<file path="src/rtl/spod_ram.sv">
// Simple dual-port RAM: one write port, one registered read port.
`default_nettype none
module spod_ram #(
  parameter int unsigned DEPTH = 2,
  parameter int unsigned WIDTH = 8,
  localparam int unsigned AW = (DEPTH > 1) ? $clog2(DEPTH) : 1
) (
  input  wire logic             clk_i,
  input  wire logic             we_i,
  input  wire logic [AW-1:0]    waddr_i,
  input  wire logic [WIDTH-1:0] wdata_i,
  input  wire logic [AW-1:0]    raddr_i,
  output logic      [WIDTH-1:0] rdata_o
);

  logic [WIDTH-1:0] mem [DEPTH];

  always_ff @(posedge clk_i) begin
    if (we_i) begin
      mem[waddr_i] <= wdata_i;
    end
  end

  always_ff @(posedge clk_i) begin
    rdata_o <= mem[raddr_i];
  end

endmodule
`default_nettype wire

</file>
<file path="config.mk">
export PLATFORM = sky130hd
export DESIGN_NAME = spod_ram
export DESIGN_NICKNAME = d
export VERILOG_FILES = /design/src/rtl/spod_ram.sv
export SDC_FILE = /design/constraint.sdc
export NUM_CORES = 1
export LEC_CHECK = 0
export BUFFER_PORTS_ARGS = -buffer_cell sky130_fd_sc_hd__buf_4
export CAP_MARGIN = 20
export CORE_UTILIZATION = 44
export DETAILED_ROUTE_END_ITERATION = 8
export PLACE_DENSITY = 0.8
export SETUP_SLACK_MARGIN = 0.15
export SYNTH_ARGS = -nofsm -noshare
export SYNTH_HDL_FRONTEND = slang
export SYNTH_SLANG_ARGS = --single-unit
</file>
<file path="constraint.sdc">
create_clock -name clk_i -period 0.9 [get_ports clk_i]
set_input_delay 0.09 -clock clk_i [delete_from_list [all_inputs] [get_ports clk_i]]
set_output_delay 0.09 -clock clk_i [all_outputs]
set_load 0.01 [all_outputs]
</file>
# ---- Word level (Yosys, flattened, before mapping)
# Memories as Yosys holds them, arrays and structs flattened. A register that Yosys moved wholly into a read port is not among the register bits.
# Index checks and enable logic that the tools add are counted.
dict set report totals {
  regBits 0
  ramBits 16
  out_inout_bits 8
  n_memories 1
}
# memory depth word_bits rd rd_ports_with_merged_regs write_ports line
set memory_table {}
lappend memory_table {mem 2 8 1 1 1 16} ;# logic [WIDTH-1:0] mem [DEPTH];
dict set report op_classes {
  mux 2
}
# cell n
set ops {}
lappend ops {{$mux W1} 2}

# ---- Longest topological paths before layout
dict set report logic_depth {
  word_depth 2
  depth_mapped 2
  depth_no_buf 1
}

# ---- Worst setup path before layout
# Ideal clock, no wire load.
dict set report synth_timing {
  kind {input -> register}
  startpoint {in we_i}
  endpoint {mem mem[0][0], enable pin}
  t_arrival_ns 0.510
  path_slack_ns 0.017
  stages 1
  n_path_buf 0
  cell_sequence {nor2b_1}
}
dict set report synth_via {
  elab_chain_cells 2
}
# element line
set synth_rtl {}
lappend synth_rtl {{from (decl)} 9} ;# input wire logic we_i,
lappend synth_rtl {{$mux W1} 19} ;# if (we_i) begin
lappend synth_rtl {{$mux W1 (not written as such)} 20} ;# mem[waddr_i] <= wdata_i;
lappend synth_rtl {{to (decl)} 16}
# No other way between the ends.

# ---- Worst setup path after layout
dict set report layout_timing {
  startpoint {reg rdata_o[5], read port of mem}
  endpoint {out rdata_o[5]}
}
# element line
set layout_rtl {}
lappend layout_rtl {{from (decl)} 13} ;# output logic [WIDTH-1:0] rdata_o
# No word-level cell between the ends.

==> impl_results.md <==
- Outcome: completed
- Core Box Area: 1580 sq um
- Share of the synthesized area in the top cell type: roughly 61%
- Switching share of power: 20.1%
- Synthesis-to-finish area growth: 38.8%
- Gp weighted congestion: 0.671
- Synth Cell Area: 785 sq um
- Max clock buf depth: 2
- Share of layout cells above drive strength 1: a little under three fifths
- Die area: 1960 sq um
- Num CTS Buffers: 3
- Port Buffer Count: 19
- Total Routing Usage GR: between 10% and 20%
- Initial antenna violation count: 0
- Antenna diode count: 0
- Final Hold Vio Count: 0
- Reg clk slew, reported paths: between 0.1 and 0.15 ns
- RSZ-0062 raised after global routing: true
- Worst skew pair latency: slightly above 0.3 ns
- Cell total after placement: 70
- Vias/cell: 4.87
- Max IR drop VDD: 923 uV
- H-tree levels: 1
- Final period utilization: a little over nine tenths
- Final WL: 1080 um
- Setup crit end kind: primary output
- Initial core utilization: 49.8%
- # fillers: 99
- FF+latch area: 647 sq um
- Mapped Cells: 35
- Sw Pwr: between 400 and 500 uW
- CTS tree: done
- Sequential share of the synthesized area: 81.7%
- # rows: 14
- WL/cell: about 13 um
- Yosys warns: 0
- Drt pass-1 iters: 6
- Post-route ant nets: 0
- Measured slew at the worst slew-check pin: roughly 0.35 ns
- Minimum clock period: 0.846 ns
- Clock share of power: ~23%
- Vias: ~400
- Die W: approximately 44 um
- Max-slew headroom: 76.9%
- WP data required: 0.81 ns
- Mean Syn Cell Area: between 20 and 25 sq um
- Critical path, cell by cell: buf_6
- Max Cap Viol: 0
- Vias in the first global route: 388
- Yosys cell types: 6
- Area of the multi-input gates: 135 sq um
- Post-route insts no fill: between 80 and 90
- Worst path top cell family by delay: flip-flops
- Yosys top cell by area: edfxtp_1
- Setup Viol. Count Final: 0
- Grt ovf: 0
- Commonest non-fill, non-tap cell in the layout: edfxtp_1
- Final net count: 79
- Total power: about 2000 uW
- Initial DRC Count: 21
- Sink Count: 24
- Setup Total Neg Slack: 0 ns
- Clk root buf: clkbuf_4
- Hold WC Path Type: primary input to register
- Cell area power density: 1830 nW/um^2
- I/O Pins: 20
- Top cells by area, synth: edfxtp_1, dfxtp_1, mux2_4
- CP Buf/Inv Count: 1
- Max frequency: 1.18 GHz
- Int Power: between 1500 and 2000 uW
- Max-slew violation count: 0
- Synthesized Nets: 47
- Register bit total from synthesis: 24
- Sequential share of power: between 60% and 70%
- Slowest cell delay on critical path: 0.34 ns
- Die height: 44.2 um
- Type of origin of the critical path: register
- Critical Path Fanout Max: 1
- Crit-path slowest cell: dfxtp_2
- Leak: 0.000444 uW
- # Post-CTS Setup Buffers: 0
- Post-route DRC: 0
- First-pass GRT wire length: 1700 um
- Clock skew: 0.00215 ns
- WP data arrival: 0.76 ns
- Pin count of the biggest net entering global routing: 14
- Combinational share of power: 12.0%
- Commonest cells after routing, fill and taps aside: edfxtp_1, buf_4, mux2_4, dlygate4sd3_1, buf_6
- Type of the worst setup path: register to primary output
## layout make-up
class	count	area share, %
repair buffers	28	23.9
clock buffers	3	2.07
flip-flops and latches	24	59.4
clock inverters	1	0.345
multi-input cells	10	12.4
well taps	16	1.84
## power by group through the flow
stage | clock network (uW) | logic, uW | registers [uW]
6_report | 461 | 239 | 1290
5_1_grt | 504 | 254 | 1300
4_1_cts | 476 | 239 | 1300
3_5_place_dp | 0 | 192 | 1310
3_3_place_gp | 0 | 189 | 1310
2_1_floorplan | 0 | 76.6 | 1320
## worst paths after layout
kind	start	to	slack [ns]	depth (start not counted)
worst max-delay path	rdata_o[5]$_DFF_P_	rdata_o[5]	0.05	1
worst min-delay path	raddr_i	rdata_o[5]$_DFF_P_	0.15	2
worst max register to register	mem[0][0]$_DFFE_PP_	rdata_o[0]$_DFF_P_	0.12	1
worst min register to register	mem[0][7]$_DFFE_PP_	rdata_o[7]$_DFF_P_	0.49	1
## metrics by stage
step	utilization, %	cell area, sq um	hold WS [ns]	setup slack [ns]
5_1_grt	69.0	1090	0.147	0.0235
6_report	69.0	1090	0.149	0.0537
3_3_place_gp	60.0	946	0.277	0.0606
4_1_cts	69.0	1090	0.139	0.0428
2_1_floorplan	-	787	0.189	0.187
3_5_place_dp	60.0	946	0.280	0.0539
## logic make-up after synthesis
family                 Yosys count  synth area share (%)
flip-flops                      24                  81.7
multiplexers                     8                  15.3
AND/OR/NAND/NOR                  2                  1.60
buffers and inverters            1                  1.44
## cells in the mapped netlist, drive strengths merged
cell	number
dfxtp	8
edfxtp	16
mux2	8
and2	1
buf	1
nor2b	1
## routing by layer
metal	vias up	global-route usage, %	part of all wire (%)
met5	-	0	0
met4	0	10.9	1.9
met3	2	2.45	5.4
met2	19	22.9	54
met1	189	13.9	38
li1	189	-	-
## state kept, by name (all words and copies together), names as in the netlist
register  count
rdata_o       8
mem          16
## what timing repair did
action	in CTS	in global routing
hold buffers	8	0
setup endpoints to repair	13	16
hold endpoints to repair	16	0
cloned	0	0
resized for setup	13	0
Note: power is estimated with default switching activity, not from simulation.
